$ cat src/hw/rtl/pfcs_pkg.sv
`default_nettype none
package pfcs_pkg;

	localparam int PLANES = 4;
	localparam int QDEPTH = 4;
	localparam int QPTR_W = 2;
	localparam logic [12:0] LIST_CAP = 13'd4096;

	typedef enum logic [2:0] {
		REG_PLANE_LEFT    = 3'd0,
		REG_PLANE_RIGHT   = 3'd1,
		REG_PLANE_BOTTOM  = 3'd2,
		REG_PLANE_TOP     = 3'd3,
		REG_GRID_ORIGIN   = 3'd4,
		REG_PATCH_SIZE    = 3'd5,
		REG_LOD_LIMIT     = 3'd6,
		REG_VISIBLE_LIMIT = 3'd7
	} reg_idx_t;

	typedef struct packed {
		logic        first_patch;
		logic [5:0]  patch_col;
		logic [5:0]  patch_row;
		logic [11:0] patch_lod;
		logic [3:0]  patch_tier;
		logic        has_height;
		logic signed [15:0] height_low;
		logic [15:0] height_span;
	} in_word_t;

	typedef struct packed {
		logic [11:0] slot;
		logic [5:0]  out_col;
		logic [5:0]  out_row;
		logic signed [23:0] corner_x;
		logic signed [23:0] corner_z;
		logic [11:0] out_lod;
		logic [3:0]  out_tier;
	} out_word_t;

	typedef struct packed {
		logic signed [15:0] nx;
		logic signed [15:0] ny;
		logic signed [15:0] nz;
		logic signed [15:0] d;
	} plane_t;

	typedef struct packed {
		plane_t [PLANES-1:0] plane;
		logic [31:0] origin;
		logic [15:0] size;
		logic [11:0] lod_limit;
		logic [12:0] vis_limit;
	} cfg_t;

	// classified patch handed from front to back
	typedef struct packed {
		logic        first_patch;
		logic        drop;
		logic [5:0]  col;
		logic [5:0]  row;
		logic [11:0] lod;
		logic [3:0]  tier;
		logic signed [23:0] x0;
		logic signed [23:0] x1;
		logic signed [23:0] z0;
		logic signed [23:0] z1;
		logic signed [17:0] ymin;
		logic signed [17:0] ymax;
	} cls_t;

endpackage
`default_nettype wire

$ cat src/hw/rtl/pfcs_front.sv
`default_nettype none
module pfcs_front import pfcs_pkg::*; #(
	parameter int GRID_SIDE = 64,
	parameter int DEFAULT_FLOOR = -8000,
	parameter int DEFAULT_CEILING = 8000,
	parameter int SAFETY_MARGIN = 16
) (
	input  wire logic     clk,
	input  wire logic     arst_n,
	input  wire cfg_t     cfg,
	input  wire logic     in_valid,
	output logic          in_stall,
	input  wire in_word_t in_word,
	output logic          push,
	output cls_t          push_data,
	input  wire logic     full
);

	localparam logic [8:0] SIDE_W = 9'(GRID_SIDE);
	localparam logic signed [17:0] FLOOR_W = 18'(DEFAULT_FLOOR);
	localparam logic signed [17:0] CEIL_W = 18'(DEFAULT_CEILING);
	localparam logic signed [17:0] MARGIN_W = 18'(SAFETY_MARGIN);

	logic s1_valid_q;
	cls_t item_s1;
	cls_t cls;
	logic accept;
	logic [6:0] col_p1, row_p1;
	logic [22:0] mx0, mx1, mz0, mz1;
	logic signed [23:0] ox, oz;
	logic signed [17:0] lo;

	assign in_stall = s1_valid_q & full;
	assign accept = in_valid & ~in_stall;
	assign push = s1_valid_q & ~full;
	assign push_data = item_s1;

	always_comb begin
		col_p1 = {1'b0, in_word.patch_col} + 7'd1;
		row_p1 = {1'b0, in_word.patch_row} + 7'd1;
		mx0 = 23'(in_word.patch_col) * 23'(cfg.size);
		mx1 = 23'(col_p1) * 23'(cfg.size);
		mz0 = 23'(in_word.patch_row) * 23'(cfg.size);
		mz1 = 23'(row_p1) * 23'(cfg.size);
		ox = {{8{cfg.origin[31]}}, cfg.origin[31:16]};
		oz = {{8{cfg.origin[15]}}, cfg.origin[15:0]};
		lo = {{2{in_word.height_low[15]}}, in_word.height_low};

		cls.first_patch = in_word.first_patch;
		cls.drop = (9'(in_word.patch_col) >= SIDE_W) || (9'(in_word.patch_row) >= SIDE_W) ||
			(in_word.patch_lod > cfg.lod_limit);
		cls.col = in_word.patch_col;
		cls.row = in_word.patch_row;
		cls.lod = in_word.patch_lod;
		cls.tier = in_word.patch_tier;
		cls.x0 = ox + signed'({1'b0, mx0});
		cls.x1 = ox + signed'({1'b0, mx1});
		cls.z0 = oz + signed'({1'b0, mz0});
		cls.z1 = oz + signed'({1'b0, mz1});
		if (in_word.has_height) begin
			cls.ymin = lo - MARGIN_W;
			cls.ymax = lo + signed'({2'b00, in_word.height_span}) + MARGIN_W;
		end else begin
			cls.ymin = FLOOR_W;
			cls.ymax = CEIL_W;
		end
	end

	always_ff @(posedge clk or negedge arst_n) begin
		if (!arst_n) begin
			s1_valid_q <= 1'b0;
		end else if (accept) begin
			s1_valid_q <= 1'b1;
		end else if (push) begin
			s1_valid_q <= 1'b0;
		end
	end

	always_ff @(posedge clk) begin
		if (accept) begin
			item_s1 <= cls;
		end
	end

endmodule
`default_nettype wire

$ cat config.mk
export PLATFORM = sky130hd
export DESIGN_NAME = pfcs_front
export DESIGN_NICKNAME = d
export VERILOG_FILES = /design/src/hw/rtl/pfcs_pkg.sv /design/src/hw/rtl/pfcs_front.sv
export SDC_FILE = /design/constraint.sdc
export NUM_CORES = 1
export LEC_CHECK = 0
export BUFFER_PORTS_ARGS = -buffer_cell sky130_fd_sc_hd__buf_2
export CAP_MARGIN = 40
export CORE_AREA = 3 3 213 215
export CTS_BUF_LIST = sky130_fd_sc_hd__clkbuf_4 sky130_fd_sc_hd__clkbuf_8
export DETAILED_ROUTE_END_ITERATION = 16
export DIE_AREA = 0 0 216 218
export PLACE_DENSITY_LB_ADDON = 0.08
export SLEW_MARGIN = 20
export SYNTH_ARGS = -nofsm -noshare
export SYNTH_HDL_FRONTEND = slang
export SYNTH_SLANG_ARGS = --single-unit
$ cat constraint.sdc
create_clock -name clk -period 25.5 [get_ports clk]
set_clock_uncertainty 0.05 [all_clocks]
set_input_delay 1.275 -clock clk [delete_from_list [all_inputs] [get_ports clk]]
set_output_delay 1.275 -clock clk [all_outputs]
set_load 0.01 [all_outputs]
==> results.yml, run 1 <==
synthesis:
  ys_async_sr_fraction_pct: 0.617
  avgSynthCellArea_sq_um: 9.18
  yosysUniqueCellTypes: 84
  synth_flop_cell: "edfxtp_1"
  postSynthCellCount: 2616
  synth.ff_latch_count: 162
  synth.top_cells.by_count: "inv_1, nand2_1, ha_1"
  yosys.area.top_type: "fa_1"
  yosys_warnings: 0
  synth_edf_count: 161
  syn_nets: 3551
  synth_most_common_cell: "inv_1"
  ys_seq_area_share_pct: 20.2
  synth_area_leaders: "fa_1, edfxtp_1, ha_1"
  syn_area_sq_um: 24000
  synth.top_cell.area_share_pct: 21.4
timing:
  rsz0062_at_grt: "no"
  timing.fmax_mhz: 120
  finalSetupViolations: 0
  final_hold_viol_count: 0
  period_minus_slack_ns: 8.36
  tightest_slew_ns: 0.925
  fin_crit_sh_pct: 32.8
  report.final.slew_viol_count: 0
  slew_headroom_pct: 38.3
  timing.setup.tns_ns: 0
place:
  place_congestion: 0.889
  io_buffer_count: 289
  hpwl_microns: 49900
grt:
  grt_max_degree: 162
  grt_use_total_pct: 27.5
  grt_pass1_vias: 19400
  grt_pass1_wl_microns: 102000
  antenna_found_initial: 0
  globalRouteOverflowTotal: 0
setup_path:
  critical_path_required_ns: 25.74
  critPathCaptureType: "flop"
  reg2reg_setup_slack_ns: 23.56
  cp_max_fo: 21
  r2r-start: "s1_valid_q$_DFFE_PN0P_"
  worstReg2RegEnd: "push_data[101]$_DFFE_PP_"
  start_kind: "input pin"
  critical_path_class: "input pin to flop"
  worst_r2r_path_depth: 3
  worstPathArrival_ns: 8.59
floorplanning:
  dieArea_sq_um: 47100
  initial_core_util_pct: 54.7
  die_h_microns: 218
  coreArea_sq_um: 43900
  fp.dieW_microns: 216
  ios: 559
  fp-row-count: 77
routing:
  ant_nets: 0
  wire_per_inst_microns: 18.3
  via_per_inst: 5.65
  wirelength_microns: 63300
  drtPass1Iterations: 5
  drcViolationCount: 0
  num_vias: 19500
  drt_iter0_drc: 1503
outcome:
  status: "finished clean"
clocking:
  cts_resized: 0
  root_buffer: "clkbuf_8"
  holdBufCountCts: 0
  numCtsBuffers: 17
  clkLatencyLatePin_ns: 0.56
  cts_tree: "built"
  clkTransAtPathRegs_ns: 0.11
  clockBufferDepth: 2
  cts_max_level: 4
  clock-sinks: 162
  postCtsSetupBuffers: 0
pwr:
  vdd_drop_max_mv: 0.111
  leakagePower_uw: 0.0130
  pwr_density_cell_nw_per_um2: 129
run:
  drv_cap: 0
layout:
  fin_util_pct: 60.1
  drive_above_1_share_pct: 13.0
  final_nets: 3785
  insertedDiodeCount: 0
  fillers: 3976
  syn_to_final_growth_pct: 9.89
hold_path:
  hold_path_class: "input pin to async pin"
## worst max-delay path: stages
cell and delay (ns):
buf_2 0.45, nand3_1 0.22, xnor2_2 0.34, and2_1 0.30, fa_1 0.55, inv_1 0.05, fa_1 0.47, inv_1 0.05
fa_1 0.52, inv_1 0.05, fa_1 0.52, inv_1 0.04, ha_1 0.32, o21a_1 0.14, o31a_1 0.18, o211ai_1 0.13
a211oi_1 0.64, o21ai_0 0.26, a21oi_1 0.23, xor2_1 0.12, ha_1 0.41, nand2_1 0.07, o21ai_0 0.29, o21ai_0 0.15
a21oi_1 0.28, o21ai_0 0.26, nand3_1 0.15, o311ai_1 0.11
## final cells by class
class / count / area (sq um) / area share [%]
well taps: 592 / 741 / 2.81
repair buffers: 301 / 1550 / 5.85
flip-flops and latches: 162 / 4860 / 18.4
clock inverters: 15 / 168 / 0.635
multi-input cells: 2009 / 17500 / 66.3
inverters: 359 / 1350 / 5.10
clock buffers: 17 / 234 / 0.886
## power breakdown
part	switching, uW	total, uW	leakage [uW]	internal, uW
clock network	128	201	0.000195	73.5
registers	25.8	512	0.00154	486
logic	1580	2680	0.0112	1100
## registers in the layout, indices dropped and copies added (netlist names)
signal	flops
s1_valid_q	1
push_data	161
## kinds of logic (layout without fill, tap and decap cells)
family	count (synthesis)	in the layout	synth area share [%]
adder cells (fa/ha/maj)	540	540	36.2
AND/OR/NAND/NOR	795	795	16.4
AO/OA/AOI/OAI	507	507	14.1
XOR/XNOR	162	162	5.91
multiplexers	5	5	0.208
buffers and inverters	445	692	6.97
flip-flops	162	162	20.2
## cell usage in the layout, fill, tap and decap left out, drive strengths merged, types with 19 or more instances in the layout
master / Yosys / routed
fa: 257 / 257
a21oi: 160 / 160
edfxtp: 161 / 161
nor3: 27 / 27
a31oi: 19 / 19
xnor2: 104 / 104
nor2b: 29 / 29
inv: 359 / 365
o21ai: 89 / 89
nand2: 306 / 306
a211oi: 19 / 19
nand3: 38 / 38
o211ai: 20 / 20
xor2: 58 / 58
a21o: 75 / 75
nand2b: 38 / 38
buf: 8 / 301
o21a: 21 / 21
nor2: 95 / 95
and2: 190 / 190
ha: 283 / 283
## worst max path at each step
stage	from	endpoint
6_report	in_word[57]	push_data[107]$_DFFE_PP_
5_1_grt	in_word[55]	push_data[107]$_DFFE_PP_
4_1_cts	in_word[57]	push_data[107]$_DFFE_PP_
3_5_place_dp	in_word[57]	push_data[107]$_DFFE_PP_
3_3_place_gp	in_word[56]	push_data[107]$_DFFE_PP_
2_1_floorplan	full	push_data[0]$_SDFFCE_PN0P_
## routing by layer
| layer | global-route usage (%) | share of wire [%] | vias to the layer above | routed length [microns] |
|---|---|---|---|---|
| met5 | 0 | 0 | - | 0 |
| met4 | 11.4 | 4.1 | 0 | 2580 |
| li1 | - | - | 9241 | - |
| met1 | 37.9 | 45 | 9622 | 28300 |
| met2 | 43.8 | 45 | 561 | 28800 |
| met3 | 4.24 | 5.7 | 82 | 3620 |
## stage by stage
stage                     total power, uW  worst slack, ns  cell area [sq um]  std cells  hold WS [ns]
after CTS                            3390            17.27              26400       3455         0.368
after global placement               3130            16.28              25900       3417         0.610
after detailed placement             3160            16.66              26000       3423         0.633
final                                3390            17.14              26400       3455         0.417
after floorplan                      2520            16.17              24000       2616         0.599
after global routing                 3740            16.67              26400       3455         0.382
No activity file was read; power rests on OpenSTA's default activity.
==> run 2, diff against run 1 <==
--- a/config.mk
+++ b/config.mk
@@ -7,10 +7,10 @@
 export LEC_CHECK = 0
 export BUFFER_PORTS_ARGS = -buffer_cell sky130_fd_sc_hd__buf_2
 export CAP_MARGIN = 40
-export CORE_AREA = 3 3 213 215
+export CORE_AREA = 3 3 216 218
 export CTS_BUF_LIST = sky130_fd_sc_hd__clkbuf_4 sky130_fd_sc_hd__clkbuf_8
 export DETAILED_ROUTE_END_ITERATION = 16
-export DIE_AREA = 0 0 216 218
+export DIE_AREA = 0 0 219 221
 export PLACE_DENSITY_LB_ADDON = 0.08
 export SLEW_MARGIN = 20
 export SYNTH_ARGS = -nofsm -noshare
==> constraint.sdc (replaced) <==
create_clock -name clk -period 8.7 [get_ports clk]
set_clock_uncertainty 0.05 [all_clocks]
set_input_delay 0.435 -clock clk [delete_from_list [all_inputs] [get_ports clk]]
set_output_delay 0.435 -clock clk [all_outputs]
set_load 0.01 [all_outputs]
==> results.yml, run 2 (synthesis gave the netlist of run 1 again) <==
layout:
  final_cell_mix: "inv_1, nand2_1, buf_2, ha_1, fa_1"
  fin_util_pct: 59.2
  layout_commonest_cell: "inv_1"
  final_nets: 3813
  drive_above_1_share_pct: 13.1
  insertedDiodeCount: 0
  syn_to_final_growth_pct: 11.2
  largest_reg_flops: 161
timing:
  fin_crit_sh_pct: 83.6
  tightest_slew_ns: 0.889
  finalSetupViolations: 0
  report.final.slew_viol_count: 0
  slew_headroom_pct: 39.9
  period_minus_slack_ns: 7.27
  timing.fmax_mhz: 138
  rsz0062_at_grt: "no"
  timing.setup.tns_ns: 0
  final_hold_viol_count: 0
clocking:
  cts_tree: "built"
  root_buffer: "clkbuf_8"
  clockBufferDepth: 2
  cts_resized: 0
  clkTransAtPathRegs_ns: 0.11
  clock-sinks: 162
  numCtsBuffers: 17
  clkLatencyLatePin_ns: 0.54
  cts_max_level: 4
floorplanning:
  fp-row-count: 78
  ios: 559
  dieArea_sq_um: 48400
  fp.dieW_microns: 219
  initial_core_util_pct: 53.3
  coreArea_sq_um: 45100
  die_h_microns: 221
setup_path:
  worstPathArrival_ns: 7.59
  cp_slowest_cell: "fa_1"
  cpMostUsedCell: "fa_1"
  cp_max_fo: 20
  critPathCaptureType: "flop"
  critical_path_class: "input pin to flop"
  slowest_delay_ns: 0.54
  start_kind: "input pin"
  critical_path_required_ns: 9.01
  worst_r2r_path_depth: 3
routing:
  wire_per_inst_microns: 18.4
  drt_iter0_drc: 1400
  ant_nets: 0
  wirelength_microns: 64100
  drtPass1Iterations: 5
  drcViolationCount: 0
  num_vias: 19700
  via_per_inst: 5.65
run:
  drv_cap: 0
pwr:
  power.switching_uw: 5100
  vdd_drop_max_mv: 0.293
  switching_share_pct: 50.8
  seq_power_share_pct: 15.0
  leakagePower_uw: 0.0131
  pwr_density_cell_nw_per_um2: 376
  internal_power_uw: 4930
  pwr-share-clk_pct: 6.2
  combPwrFrac_pct: 78.8
place:
  place_congestion: 0.894
  io_buffer_count: 289
  hpwl_microns: 50600
grt:
  grt_max_degree: 139
  grt_pass1_vias: 19400
  grt_pass1_wl_microns: 102000
  antenna_found_initial: 0
  globalRouteOverflowTotal: 0
  grt_use_total_pct: 26.6
outcome:
  status: "finished clean"
hold_path:
  hold_path_class: "input pin to async pin"
-- run 2: changes by cell type in the layout (fill, tap and decap cells not counted) --
cell and change:
buf_1 -1, xnor2_2 -1, inv_6 -2, dlygate4sd3_1 +19
dlymetal6s2s_1 +1, buf_4 +9, bufinv_16 +1, clkinv_2 -1
xnor2_1 +1, clkinvlp_4 -2, inv_8 +3, clkinv_4 +1
-- run 2: area by class of cell --
| class | count | area, sq um |
|---|---|---|
| clock inverters | 15 | 203 |
| multi-input cells | 2009 | 17500 |
| well taps | 600 | 751 |
| repair buffers | 329 | 1810 |
| clock buffers | 17 | 234 |
| flip-flops and latches | 162 | 4860 |
| inverters | 359 | 1350 |
| fillers | 4083 | 18400 |
-- run 2: per-layer routing --
layer	up-vias	global-route usage, %	wire length [microns]
met5	-	0	0
met4	0	10.2	2510
met3	73	4.41	4020
met2	606	41.9	28800
met1	9741	37.0	28800
li1	9304	-	-
-- run 2: stage by stage --
step	std cells	power, uW	hold WS (ns)	instance area [sq um]	worst slack, ns
after floorplan	2616	7390	0.0894	24000	0.210
after global placement	3439	9220	0.161	26100	1.00
after detailed placement	3439	9310	0.166	26100	0.888
after CTS	3490	10000	0.0891	26700	1.51
after global routing	3491	11000	0.110	26700	0.901
final	3491	10000	0.143	26700	1.43
-- run 2: power by group through the flow --
stage	Clock (uW)	Combinational (uW)	Sequential (uW)
final	625	7900	1500
after floorplan	0	5770	1630
after detailed placement	0	7790	1510
after CTS	646	7880	1500
after global routing	671	8830	1520
after global placement	0	7710	1510
-- run 2: critical path: cells and delay by family --
kind	cells	cell delay, ns
buffers and inverters	6	0.95
and+or+nand+nor	6	0.67
adders and majority gates	7	3.13
AOI/OAI and AO/OA	11	2.38
-- run 2: repair_timing --
action	4_1_cts	5_1_grt
hold buffers	19	0
setup buffers	0	0
endpoints found under the hold margin	19	0
-- run 2: worst paths after layout --
check / start / to / slack [ns]
hold reg to reg: s1_valid_q$_DFFE_PN0P_ / s1_valid_q$_DFFE_PN0P_ / 0.67
setup / recovery: in_word[56] / push_data[107]$_DFFE_PP_ / 1.43
min in group clk: cfg[41] / push_data[60]$_DFFE_PP_ / 0.16
setup reg to reg: s1_valid_q$_DFFE_PN0P_ / push_data[100]$_DFFE_PP_ / 6.35
max in group asynchronous: arst_n / s1_valid_q$_DFFE_PN0P_ / 8.37
hold / removal: arst_n / s1_valid_q$_DFFE_PN0P_ / 0.14
