--- src/hw/rtl/pfcs_pkg.sv ---
`default_nettype none
package pfcs_pkg;

	localparam int PLANES = 4;
	localparam int QDEPTH = 4;
	localparam int QPTR_W = 2;
	localparam logic [12:0] LIST_CAP = 13'd4096;

	typedef enum logic [2:0] {
		REG_PLANE_LEFT    = 3'd0,
		REG_PLANE_RIGHT   = 3'd1,
		REG_PLANE_BOTTOM  = 3'd2,
		REG_PLANE_TOP     = 3'd3,
		REG_GRID_ORIGIN   = 3'd4,
		REG_PATCH_SIZE    = 3'd5,
		REG_LOD_LIMIT     = 3'd6,
		REG_VISIBLE_LIMIT = 3'd7
	} reg_idx_t;

	typedef struct packed {
		logic        first_patch;
		logic [5:0]  patch_col;
		logic [5:0]  patch_row;
		logic [11:0] patch_lod;
		logic [3:0]  patch_tier;
		logic        has_height;
		logic signed [15:0] height_low;
		logic [15:0] height_span;
	} in_word_t;

	typedef struct packed {
		logic [11:0] slot;
		logic [5:0]  out_col;
		logic [5:0]  out_row;
		logic signed [23:0] corner_x;
		logic signed [23:0] corner_z;
		logic [11:0] out_lod;
		logic [3:0]  out_tier;
	} out_word_t;

	typedef struct packed {
		logic signed [15:0] nx;
		logic signed [15:0] ny;
		logic signed [15:0] nz;
		logic signed [15:0] d;
	} plane_t;

	typedef struct packed {
		plane_t [PLANES-1:0] plane;
		logic [31:0] origin;
		logic [15:0] size;
		logic [11:0] lod_limit;
		logic [12:0] vis_limit;
	} cfg_t;

	// classified patch handed from front to back
	typedef struct packed {
		logic        first_patch;
		logic        drop;
		logic [5:0]  col;
		logic [5:0]  row;
		logic [11:0] lod;
		logic [3:0]  tier;
		logic signed [23:0] x0;
		logic signed [23:0] x1;
		logic signed [23:0] z0;
		logic signed [23:0] z1;
		logic signed [17:0] ymin;
		logic signed [17:0] ymax;
	} cls_t;

endpackage
`default_nettype wire

--- src/hw/rtl/pfcs_queue.sv ---
`default_nettype none
module pfcs_queue import pfcs_pkg::*; (
	input  wire logic clk,
	input  wire logic arst_n,
	input  wire logic push,
	input  wire cls_t push_data,
	output logic      full,
	input  wire logic pop,
	output cls_t      pop_data,
	output logic      empty
);

	cls_t mem_q [QDEPTH];
	logic [QPTR_W-1:0] wr_ptr_q, rd_ptr_q;
	logic [QPTR_W:0] count_q;

	assign full = (count_q == (QPTR_W+1)'(QDEPTH));
	assign empty = (count_q == '0);
	assign pop_data = mem_q[rd_ptr_q];

	always_ff @(posedge clk) begin
		if (push) begin
			mem_q[wr_ptr_q] <= push_data;
		end
	end

	always_ff @(posedge clk or negedge arst_n) begin
		if (!arst_n) begin
			wr_ptr_q <= '0;
			rd_ptr_q <= '0;
			count_q <= '0;
		end else begin
			if (push) begin
				wr_ptr_q <= wr_ptr_q + 1'b1;
			end
			if (pop) begin
				rd_ptr_q <= rd_ptr_q + 1'b1;
			end
			if (push && !pop) begin
				count_q <= count_q + 1'b1;
			end else if (pop && !push) begin
				count_q <= count_q - 1'b1;
			end
		end
	end

endmodule
`default_nettype wire

--- config.mk ---
export PLATFORM = sky130hd
export DESIGN_NAME = pfcs_queue
export DESIGN_NICKNAME = d
export VERILOG_FILES = /design/src/hw/rtl/pfcs_pkg.sv /design/src/hw/rtl/pfcs_queue.sv
export SDC_FILE = /design/constraint.sdc
export NUM_CORES = 1
export LEC_CHECK = 0
export BUFFER_PORTS_ARGS = -buffer_cell sky130_fd_sc_hd__clkbuf_2
export CAP_MARGIN = 20
export CELL_PAD_IN_SITES_DETAIL_PLACEMENT = 1
export CELL_PAD_IN_SITES_GLOBAL_PLACEMENT = 2
export CORE_MARGIN = 1.5
export CORE_UTILIZATION = 49
export CTS_CLUSTER_DIAMETER = 60
export DETAILED_ROUTE_END_ITERATION = 7
export GPL_ROUTABILITY_DRIVEN = 0
export PLACE_DENSITY = 0.88
export SYNTH_ARGS = -nofsm -noshare
export SYNTH_HDL_FRONTEND = slang
export SYNTH_SLANG_ARGS = --single-unit
--- constraint.sdc ---
create_clock -name clk -period 7.64 [get_ports clk]
set_input_delay 0.764 -clock clk [delete_from_list [all_inputs] [get_ports clk]]
set_output_delay 0.764 -clock clk [all_outputs]
set_load 0.01 [all_outputs]
==> results of run 1 <==
-- critical path, stage by stage, from the launching register on --
cell and delay, ns:
dfrtp_4 0.78, buf_4 0.83, mux4_2 0.64, clkbuf_2 0.15
-- sequential cells by signal (all words and copies together), names as in the netlist --
register	count
count_q	3
mem_q	648
rd_ptr_q	2
wr_ptr_q	2
-- cell usage in the layout, fill, tap and decap left out, types with 5 or more instances in the layout --
cell type / n
clkbuf_16: 74
mux4_2: 162
clkbuf_2: 329
clkinv_1: 12
buf_4: 11
clkbuf_1: 20
ha_1: 5
edfxtp_1: 648
diode_2: 5
clkinv_2: 7
dfrtp_1: 5
-- cells by family (layout without fill, tap and decap cells) --
family                   count (synthesis)  in the layout  synth area share [%]
XOR/XNOR                                 6              6                0.2214
multiplexers                           163            163                 15.42
flip-flops                             655            655                 82.72
AO/OA/AOI/OAI                            1              1               0.02107
adder cells (fa/ha/maj)                  6              6                0.3479
buffers and inverters                   40            470                 1.060
AND/OR/NAND/NOR                          9              9                0.2056
other                                    0              5                     0
-- power groups by stage --
stage	logic [W]	clock network (W)	registers, W
after floorplan	0.00204	0	0.00497
after global placement	0.00308	0	0.00497
after detailed placement	0.00312	0	0.00504
after CTS	0.00314	0.00325	0.00497
after global routing	0.00326	0.00336	0.00502
final	0.00305	0.00318	0.00495
-- cell type report --
type	instances	area, µm²	area share, %
Inverter	4	15.01	0.05321
Multi-Input combinational cell	185	3859	13.68
Clock buffer	95	1941	6.878
Sequential cell	655	19640	69.61
Clock inverter	29	219.0	0.7760
Antenna cell	5	12.51	0.04434
Tap cell	615	769.5	2.727
Timing Repair Buffer	342	1759	6.235
-- timing repair --
item	in CTS	in global routing
resized for setup	0	0
hold buffers	1	0
hold endpoints to repair	1	0
-- metrics by stage --
step,total power [W],instance area (µm²),hold WS (ns),util [%]
after detailed placement,0.008155,26030,0.4849,54.53
final,0.01119,28220,0.3766,59.10
after floorplan,0.007013,23730,0.4563,-
after CTS,0.01137,28200,0.3402,59.07
after global routing,0.01165,28210,0.3431,59.09
after global placement,0.008052,26030,0.4728,54.53
-- routing by layer --
metal,GRT usage [%],vias to the layer above,part of all wire [%]
met1,26.03,5681,39
met5,0,-,0.081
li1,-,4608,-
met3,6.466,85,6.7
met2,35.01,308,52
met4,6.912,6,2.5
-- path summary, 6_finish.rpt --
check,to,slack [ns],cells after the start
worst max-delay path,pop_data[136],3.78,3
worst min-delay path,mem_q[1][131],0.38,1
worst max register to register,mem_q[1][144],4.83,4
worst min register to register,count_q[2],0.49,1
max in group asynchronous,rd_ptr_q[1],6.84,2
min in group asynchronous,count_q[2],0.59,2
==> Implementation_results.wiki, run 1 <==
{| class="wikitable"
! Metric !! Value
|-
| Result of the run || completed
|-
| Relative slew slack || 30.60%
|-
| Number of nets in the layout || between 1000 and 1500
|-
| Leak pwr || 9.670 nW
|-
| Starting utilization of the core area || 49.71%
|-
| Startpoint of the most critical setup path || rd_ptr_q[0]
|-
| Post-CTS Setup Inserts || 0
|-
| Switching power of the nets || roughly 0.0033 W
|-
| HPWL Detailed || between 30000 and 40000 µm
|-
| Detailed router's first-iteration violation count || 617
|-
| Site row count || 80
|-
| Pin count of the biggest net entering global routing || 91
|-
| Yosys top cell area share || 81.99%
|-
| First-pass GRT wire length || 75780 µm
|-
| Worst r2r src || wr_ptr_q[1]
|-
| Number of antenna violations at the first check in global routing || 8
|-
| Sequential area share after synthesis || ~83%
|-
| Worst EP required || 6.88 ns
|-
| Hold violation total from the final report || 0
|-
| Post-synthesis instance area || 23730 µm²
|-
| Setup Viol. Count Final || 0
|-
| Clock network fraction of design power || 28.5%
|-
| Total Routed Length || 50570 µm
|-
| Height of the die || ~220 µm
|-
| RSZ-0062 raised after global routing || no
|-
| Number of violations of the max-capacitance limit || 0
|-
| Number of unique standard cell types used by synthesis || 20
|-
| Floorplan die width || 223.1 µm
|-
| Clk Tree Root Cell || clkbuf_16
|-
| Share of flip-flops with an asynchronous set or reset after synthesis || about 1.1%
|-
| ANT nets after route || 0
|-
| Detailed-route vias per instance || 5.538
|-
| Leading cell type by number of instances after synthesis || edfxtp_1
|-
| Main area contributors after synthesis || edfxtp_1 (82%), mux4_2 (15%), dfrtp_1 (0.74%)
|-
| Detailed-router iteration count before antenna repair || 4
|-
| Path class of the lowest-slack min-delay path || in2reg
|-
| Fraction of power consumed by sequential logic || 44.3%
|-
| Average instance area after synthesis || 26.97 µm²
|-
| Number of I/O port buffers || 329
|-
| I/O pins || 330
|-
| Instance count after placement with tap cells included || 1800
|-
| H-tree levels || 3
|-
| Total routing resource utilization after global routing || 20.88%
|-
| Nets in the synthesized netlist || 1052
|-
| Final total negative setup slack || 0 ns
|-
| Least-Margin Pin Slew || around 1.0 ns
|-
| Fillers || 3946
|-
| Routed wire per std cell || 26.20 µm
|-
| List of most frequent post-synthesis cells || edfxtp_1 (648), mux4_2 (162), buf_2 (12)
|-
| Final worst-path cycle share || ~51%
|-
| Layout cells sized above 1 || a little under half
|-
| Combinational fraction of design power || 27.3%
|-
| Internal Power || 0.007903 W
|-
| Worst setup SP type || register
|-
| Number of vias in the routed layout || 10690
|-
| DRC || 0
|-
| Critical path type || reg2out
|-
| Number of synthesized flops with an enable pin || ~650
|-
| Final critical-path setup slack || around 3.8 ns
|-
| Clk buf depth || 3
|-
| Max Transition Viols Final || 0
|-
| Area of the core || roughly 48000 µm²
|-
| Crit path capture type || output pin
|-
| Power density over cell area || 396.5 nW/µm²
|-
| Non-filler cells, final || 1930
|-
| Clk Latency, worst-skew pair || 0.60 ns
|-
| CTS tree || yes
|-
| Cell type contributing the most total cell area after synthesis || edfxtp_1
|-
| Number of instances in the synthesized netlist || 880
|-
| Arrival @ worst endpoint || between 3 and 4 ns
|-
| Vias in the first global route || 11730
|-
| Peak supply drop || 0.2502 mV
|-
| Congestion Overflow GR || 0
|-
| Clock transition time at the flip-flop clock pins of the worst setup and hold paths || 0.06 ns
|-
| Maximum clock frequency || roughly 260 MHz
|-
| Min Clock Period, post-route || approximately 3.9 ns
|-
| Number of clock sinks || about 660
|-
| Maximum fanout encountered on the critical timing path || 48
|-
| Net Sw Frac || 29.35%
|-
| FF+latch count, synth || 655
|-
| Worst setup timing slack at the placement stage || 4.298 ns
|-
| DIE AREA || 49770 µm²
|-
| Layout overhead on the synthesized area || 18.88%
|-
| Worst Min Path Start || push_data[131]
|-
| Flip-flop cell with the highest count after synthesis || edfxtp_1
|-
| Worst clock skew || 0.01536 ns
|-
| Yosys warning count || 0
|-
| Cts bufs inserted || 70
|}
(Power assumes the default switching activity.)
==> run 2, diff against run 1 <==
--- a/config.mk
+++ b/config.mk
@@ -10,11 +10,11 @@
 export CELL_PAD_IN_SITES_DETAIL_PLACEMENT = 1
 export CELL_PAD_IN_SITES_GLOBAL_PLACEMENT = 2
 export CORE_MARGIN = 1.5
-export CORE_UTILIZATION = 49
+export CORE_UTILIZATION = 41
 export CTS_CLUSTER_DIAMETER = 60
 export DETAILED_ROUTE_END_ITERATION = 7
 export GPL_ROUTABILITY_DRIVEN = 0
-export PLACE_DENSITY = 0.88
+export PLACE_DENSITY = 0.79
 export SYNTH_ARGS = -nofsm -noshare
 export SYNTH_HDL_FRONTEND = slang
 export SYNTH_SLANG_ARGS = --single-unit
==> constraint.sdc (replaced) <==
create_clock -name clk -period 3.25 [get_ports clk]
set_input_delay 0.325 -clock clk [delete_from_list [all_inputs] [get_ports clk]]
set_output_delay 0.325 -clock clk [all_outputs]
set_load 0.01 [all_outputs]
==> Implementation_results.wiki, run 2 (synthesized netlist as in run 1, its figures left out) <==
{| class="wikitable"
! Metric !! Value
|-
| Antenna diode count || 0 (-5)
|-
| Number of I/O port buffers || 329 (unchanged)
|-
| Number of flip-flops in the largest register || 648 (unchanged)
|-
| Pin count of the biggest net entering global routing || 40 (-56%)
|-
| Number of cells on the worst hold path || 2 (+1)
|-
| Total routing resource utilization after global routing || 18.13% (-2.7 points)
|-
| Cts bufs inserted || 70 (unchanged)
|-
| Routed wire per std cell || 23.08 µm (-12%)
|-
| Worst Min Path Start || push
|-
| Worst path cell trace || buf_4, mux4_2, clkbuf_2
|-
| Clk buf depth || 3 (unchanged)
|-
| Hold violation total from the final report || 0 (unchanged)
|-
| Post-layout utilization of the core || 53.41% (-5.7 points)
|-
| Layout cells sized above 1 || 42.83% (-3.1 points)
|-
| Category of cells accounting for the largest share of critical-path delay || flip-flops
|-
| Most common cell after layout, fill and taps aside || edfxtp_1
|-
| Vias in the first global route || 12910 (+10%)
|-
| Site row count || 88 (+10%)
|-
| Worst r2r src || wr_ptr_q[1]
|-
| Cells resized by post-CTS repair || 0 (unchanged)
|-
| Number of clock sinks || 655 (unchanged)
|-
| Post-route cell area || 30700 µm² (+8.8%)
|-
| Path class of the lowest-slack min-delay path || in2reg
|-
| Max Transition Viols Final || 0 (unchanged)
|-
| RSZ-0062 raised after global routing || no
|-
| Worst EP required || 2.92 ns (-3.96 ns)
|-
| Reg2Reg Capture Point || mem_q[1][9]
|-
| Maximum fanout encountered on the critical timing path || 29 (-40%)
|-
| Critical path type || reg2out
|-
| Cell at the slowest stage of the critical path || dfrtp_4
|-
| Count of buffer and inverter cells on the critical path || 2 (unchanged)
|-
| CTS tree || yes
|-
| Top library cells by usage in the layout, fill and taps aside || edfxtp_1 (648), clkbuf_2 (329), dlygate4sd3_1 (164)
|-
| Endpoint, Worst Hold || wr_ptr_q[0]
|-
| Number of antenna violations at the first check in global routing || 2 (-6)
|-
| Maximum clock frequency || 341.2 MHz
|-
| Number of hold buffers added after cts || 164 (+163)
|-
| Final worst-path cycle share || between 90% and 100%
|-
| Peak supply drop || 0.5016 mV (+100%)
|-
| Clk Tree Root Cell || clkbuf_16
|-
| Height of the die || 243.6 µm (+9.2%)
|-
| Worst clock skew || 0.01568 ns (+0.0003291 ns)
|-
| Crit path capture type || output pin
|-
| Post-CTS Setup Inserts || 0 (unchanged)
|-
| Most flop-heavy register || mem_q
|-
| Result of the run || completed
|-
| HPWL Detailed || 32600 µm (+6.4%)
|-
| Setup Viol. Count Final || 0 (unchanged)
|-
| Detailed-router iteration count before antenna repair || 4 (unchanged)
|-
| H-tree levels || 3 (unchanged)
|-
| Worst setup SP type || register
|-
| Number of vias in the routed layout || 11550 (+8.0%)
|-
| Starting utilization of the core area || 41.29% (-8.4 points)
|-
| Area of the core || 57480 µm² (+20%)
|-
| Power density over cell area || 889.8 nW/µm² (+120%)
|-
| Number of nets in the layout || 1636 (+14%)
|-
| I/O pins || 330 (unchanged)
|-
| Number of cell instances on the worst register-to-register path || 4 (unchanged)
|-
| Congestion Overflow GR || 0 (unchanged)
|-
| Register-to-register setup slack || 1.23 ns (-3.60 ns)
|-
| Clock transition time at the flip-flop clock pins of the worst setup and hold paths || 0.05 ns (about the same)
|-
| Fillers || 5098 (+29%)
|-
| ANT nets after route || 0 (unchanged)
|-
| Floorplan die width || 243.6 µm (+9.2%)
|-
| Max incr delay on CP || 0.92 ns (+0.09 ns)
|-
| Relative slew slack || 49.38% (+19 points)
|-
| Min Clock Period, post-route || 2.931 ns
|-
| Clk Latency, worst-skew pair || 0.59 ns (about the same)
|-
| Total Routed Length || 52740 µm (+4.3%)
|-
| DRC || 0 (unchanged)
|-
| Final total negative setup slack || 0 ns (unchanged)
|-
| Total cell area at the placement stage || 26790 µm² (+2.9%)
|-
| Detailed router's first-iteration violation count || 619 (+0.32%)
|-
| Least-Margin Pin Slew || 0.7593 ns (-0.2818 ns)
|-
| DIE AREA || 59340 µm² (+19%)
|-
| Arrival @ worst endpoint || 2.61 ns (-0.49 ns)
|-
| Top flop regs || mem_q: 648 flops, count_q: 3 flops
|-
| Number of violations of the max-capacitance limit || 0 (unchanged)
|-
| First-pass GRT wire length || 80390 µm (+6.1%)
|-
| Detailed-route vias per instance || 5.053 (-8.7%)
|-
| Leak pwr || 10.71 nW (+11%)
|-
| Layout overhead on the synthesized area || 29.35%
|}
[run 2: worst max path at each step]
stage | start | to | cells past startpoint
floorplan | wr_ptr_q[0] | mem_q[2][0] | 3
global placement | rd_ptr_q[0] | pop_data[109] | 3
detailed placement | rd_ptr_q[0] | pop_data[109] | 3
CTS | rd_ptr_q[0] | pop_data[109] | 3
global route | rd_ptr_q[0] | pop_data[118] | 3
finish | rd_ptr_q[0] | pop_data[118] | 3
[run 2: worst register-to-register path, cell delays in order (launching register included)]
cell and delay, ns:
dfrtp_1 0.40, inv_1 0.10, ha_1 0.15, and2_4 0.63, buf_4 0.41
[run 2: where the power goes]
group | switching [W] | internal (W) | leakage, nW
sequential | 0.000595 | 0.0110 | 6.03
clock | 0.00314 | 0.00463 | 1.12
combinational | 0.00420 | 0.00372 | 3.57
total | 0.00793 | 0.0194 | 10.7
[run 2: final cells by class]
type	count	area, µm²	area share, %
clock inverters	45	377.9	1.231
multi-input cells	185	3859	12.57
flip-flops and latches	655	19640	63.98
repair buffers	548	3964	12.91
inverters	4	15.01	0.04891
well taps	765	957.2	3.118
clock buffers	83	1886	6.142
[run 2: per-stage QoR]
stage	instances	setup WS, ns	total power, W	hold slack, ns
finish	2285	0.3192	0.02731	0.1004
CTS	2285	0.2151	0.02770	0.03705
detailed placement	1993	0.8711	0.01971	0.1839
global route	2285	0.1564	0.02846	0.08384
global placement	1993	0.8977	0.01951	0.1797
floorplan	880	0.2012	0.01633	0.02941
[run 2: metal layers]
layer  global-route usage (%)  vias to the layer above  share of wire [%]
met5                        0                        -              0.057
met4                    6.645                        4                2.8
met3                    3.922                       94                4.8
met2                    31.38                      320                 52
met1                    22.49                     6122                 40
li1                         -                     5007                  -
==> run 3, diff against run 2 <==
==> config.mk (replaced) <==
export PLATFORM = sky130hd
export DESIGN_NAME = pfcs_queue
export DESIGN_NICKNAME = d
export VERILOG_FILES = /design/src/hw/rtl/pfcs_pkg.sv /design/src/hw/rtl/pfcs_queue.sv
export SDC_FILE = /design/constraint.sdc
export NUM_CORES = 1
export LEC_CHECK = 0
export CAP_MARGIN = 20
export CELL_PAD_IN_SITES_DETAIL_PLACEMENT = 1
export CELL_PAD_IN_SITES_GLOBAL_PLACEMENT = 2
export CORE_MARGIN = 1.5
export CORE_UTILIZATION = 45
export CTS_CLUSTER_DIAMETER = 60
export DETAILED_ROUTE_END_ITERATION = 7
export DONT_BUFFER_PORTS = 1
export GPL_ROUTABILITY_DRIVEN = 0
export PLACE_DENSITY = 0.78
export SYNTH_ARGS = -nofsm -noshare
export SYNTH_HDL_FRONTEND = slang
export SYNTH_SLANG_ARGS = --single-unit
==> Implementation_results.wiki, run 3 (synthesized netlist as in run 1, its figures left out) <==
{| class="wikitable"
! Metric !! Value
|-
| Maximum clock frequency || 342.5 MHz (+0.38%)
|-
| I/O pins || 330 (unchanged)
|-
| Worst clock skew || 0.01589 ns (+0.0002025 ns)
|-
| Number of vias in the routed layout || 10240 (-11%)
|-
| Routed wire per std cell || 27.82 µm (+21%)
|-
| Detailed-router iteration count before antenna repair || 5 (+1)
|-
| Relative slew slack || 39.65% (-9.7 points)
|-
| Number of antenna violations at the first check in global routing || 6 (+4)
|-
| Critical path type || reg2out
|-
| Worst EP required || 2.92 ns (about the same)
|-
| Most flop-heavy register || mem_q
|-
| Clk buf depth || 3 (unchanged)
|-
| Leak pwr || 9.169 nW (-14%)
|-
| Pin count of the biggest net entering global routing || 59 (+48%)
|-
| Top flop regs || mem_q: 648 flops, count_q: 3 flops
|-
| Setup Viol. Count Final || 0 (unchanged)
|-
| DRC || 0 (unchanged)
|-
| Reg2Reg Capture Point || mem_q[0][38]
|-
| Clk Tree Root Cell || clkbuf_16
|-
| Starting utilization of the core area || 45.89% (+4.6 points)
|-
| Height of the die || 232.7 µm (-4.5%)
|-
| Register-to-register setup slack || 1.16 ns (-0.07 ns)
|-
| Total Routed Length || 51410 µm (-2.5%)
|-
| Cts bufs inserted || 68 (-2.9%)
|-
| Max Transition Viols Final || 0 (unchanged)
|-
| CTS tree || yes
|-
| Worst-case hold slack || 0.07325 ns (-0.02717 ns)
|-
| Layout cells sized above 1 || 26.03% (-17 points)
|-
| H-tree levels || 3 (unchanged)
|-
| Least-Margin Pin Slew || 0.9052 ns (+0.1460 ns)
|-
| Most common cell after layout, fill and taps aside || edfxtp_1
|-
| Clk Latency, worst-skew pair || 0.58 ns (about the same)
|-
| Final total negative setup slack || 0 ns (unchanged)
|-
| Worst setup timing slack at the placement stage || 0.8998 ns (+0.02870 ns)
|-
| Power density over cell area || 890.1 nW/µm² (about the same)
|-
| Detailed-route vias per instance || 5.543 (+9.7%)
|-
| Multi-input combinational cell area || 3859 µm² (unchanged)
|-
| Maximum fanout encountered on the critical timing path || 37 (+28%)
|-
| Worst r2r src || wr_ptr_q[0]
|-
| Top library cells by usage in the layout, fill and taps aside || edfxtp_1 (648), dlygate4sd3_1 (165), mux4_2 (162)
|-
| DIE AREA || 54130 µm² (-8.8%)
|-
| Hold violation total from the final report || 0 (unchanged)
|-
| Worst setup SP type || register
|-
| Layout overhead on the synthesized area || 20.56%
|-
| Detailed router's first-iteration violation count || 578 (-6.6%)
|-
| RSZ-0062 raised after global routing || no
|-
| Final worst-path cycle share || 89.84% (-0.34 points)
|-
| Number of I/O port buffers || 0 (-100%)
|-
| Total routing resource utilization after global routing || 19.43% (+1.3 points)
|-
| Post-route cell area || 28610 µm² (-6.8%)
|-
| Congestion Overflow GR || 0 (unchanged)
|-
| Seq. cell area || 19640 µm² (unchanged)
|-
| Result of the run || completed
|-
| Post-layout utilization of the core || 55.33% (+1.9 points)
|-
| Number of nets in the layout || 1300 (-21%)
|-
| First-pass GRT wire length || 75960 µm (-5.5%)
|-
| Total cell area at the placement stage || 24930 µm² (-6.9%)
|-
| Number of clock sinks || 655 (unchanged)
|-
| Number of cell instances on the worst register-to-register path || 4 (unchanged)
|-
| Final critical-path setup slack || 0.3303 ns (+0.01110 ns)
|-
| Number of flip-flops in the largest register || 648 (unchanged)
|-
| Clock transition time at the flip-flop clock pins of the worst setup and hold paths || 0.06 ns (about the same)
|-
| Number of violations of the max-capacitance limit || 0 (unchanged)
|-
| Crit path capture type || output pin
|-
| HPWL Detailed || 30900 µm (-5.2%)
|-
| Cells resized by post-CTS repair || 0 (unchanged)
|-
| Area of the core || 51720 µm² (-10%)
|-
| Floorplan die width || 232.7 µm (-4.5%)
|-
| Peak supply drop || 0.5589 mV (+11%)
|-
| Min Clock Period, post-route || 2.920 ns (-0.01110 ns)
|-
| ANT nets after route || 0 (unchanged)
|-
| Arrival @ worst endpoint || 2.59 ns (-0.02 ns)
|-
| Path class of the lowest-slack min-delay path || in2async
|-
| Vias in the first global route || 11430 (-11%)
|-
| Site row count || 83 (-5.7%)
|-
| Fillers || 4333 (-15%)
|}
-- run 3: cell count changes in the layout (fill, tap and decap cells not counted), moves of 2 or more --
| cell | change |
|---|---|
| clkbuf_2 | -329 |
| clkinv_1 | -12 |
| clkinv_2 | -6 |
| buf_12 | -5 |
| diode_2 | +4 |
| bufinv_16 | -3 |
| clkbuf_1 | +3 |
| clkbuf_16 | -3 |
| inv_6 | -2 |
-- run 3: timing repair --
item / in CTS / in global routing
buffers inserted: 0 / 0
hold buffers: 165 / 0
hold endpoints to repair: 659 / 0
-- run 3: power by group --
group,switching [W],internal (W)
Combinational,0.00375,0.00281
Clock,0.00298,0.00419
Sequential,0.000701,0.0110
Total,0.00743,0.0180
-- run 3: how the worst max path moves through the flow --
stage / depth (start not counted) / start / end
global route: 2 / rd_ptr_q[0] / pop_data[45]
finish: 2 / rd_ptr_q[0] / pop_data[45]
global placement: 2 / rd_ptr_q[0] / pop_data[47]
detailed placement: 2 / rd_ptr_q[0] / pop_data[52]
CTS: 2 / rd_ptr_q[0] / pop_data[52]
floorplan: 3 / wr_ptr_q[0] / mem_q[2][0]
-- run 3: layout make-up --
class,count,area share [%]
Sequential cell,655,68.64
Multi-Input combinational cell,185,13.48
Timing Repair Buffer,214,7.757
Clock buffer,83,6.366
Tap cell,680,2.973
Clock inverter,23,0.6909
Inverter,4,0.05247
Antenna cell,4,0.03498
-- run 3: metrics by stage --
step | cells | power, W
after floorplan | 880 | 0.01633
after global placement | 1573 | 0.01811
after detailed placement | 1573 | 0.01830
after CTS | 1844 | 0.02576
after global routing | 1846 | 0.02644
final | 1848 | 0.02547
-- run 3: metal layers --
layer	vias up	routed length (µm)	GRT usage, %	part of all wire [%]
met4	6	1455	7.198	2.8
li1	4306	-	-	-
met2	348	26860	32.91	52
met3	100	3485	5.331	6.8
met1	5484	19580	23.95	38
met5	-	34	0	0.066
-- run 3: critical path: stages (launching register included) --
cell and delay (ns):
dfrtp_4 1.03, buf_4 0.36, mux4_2 0.60
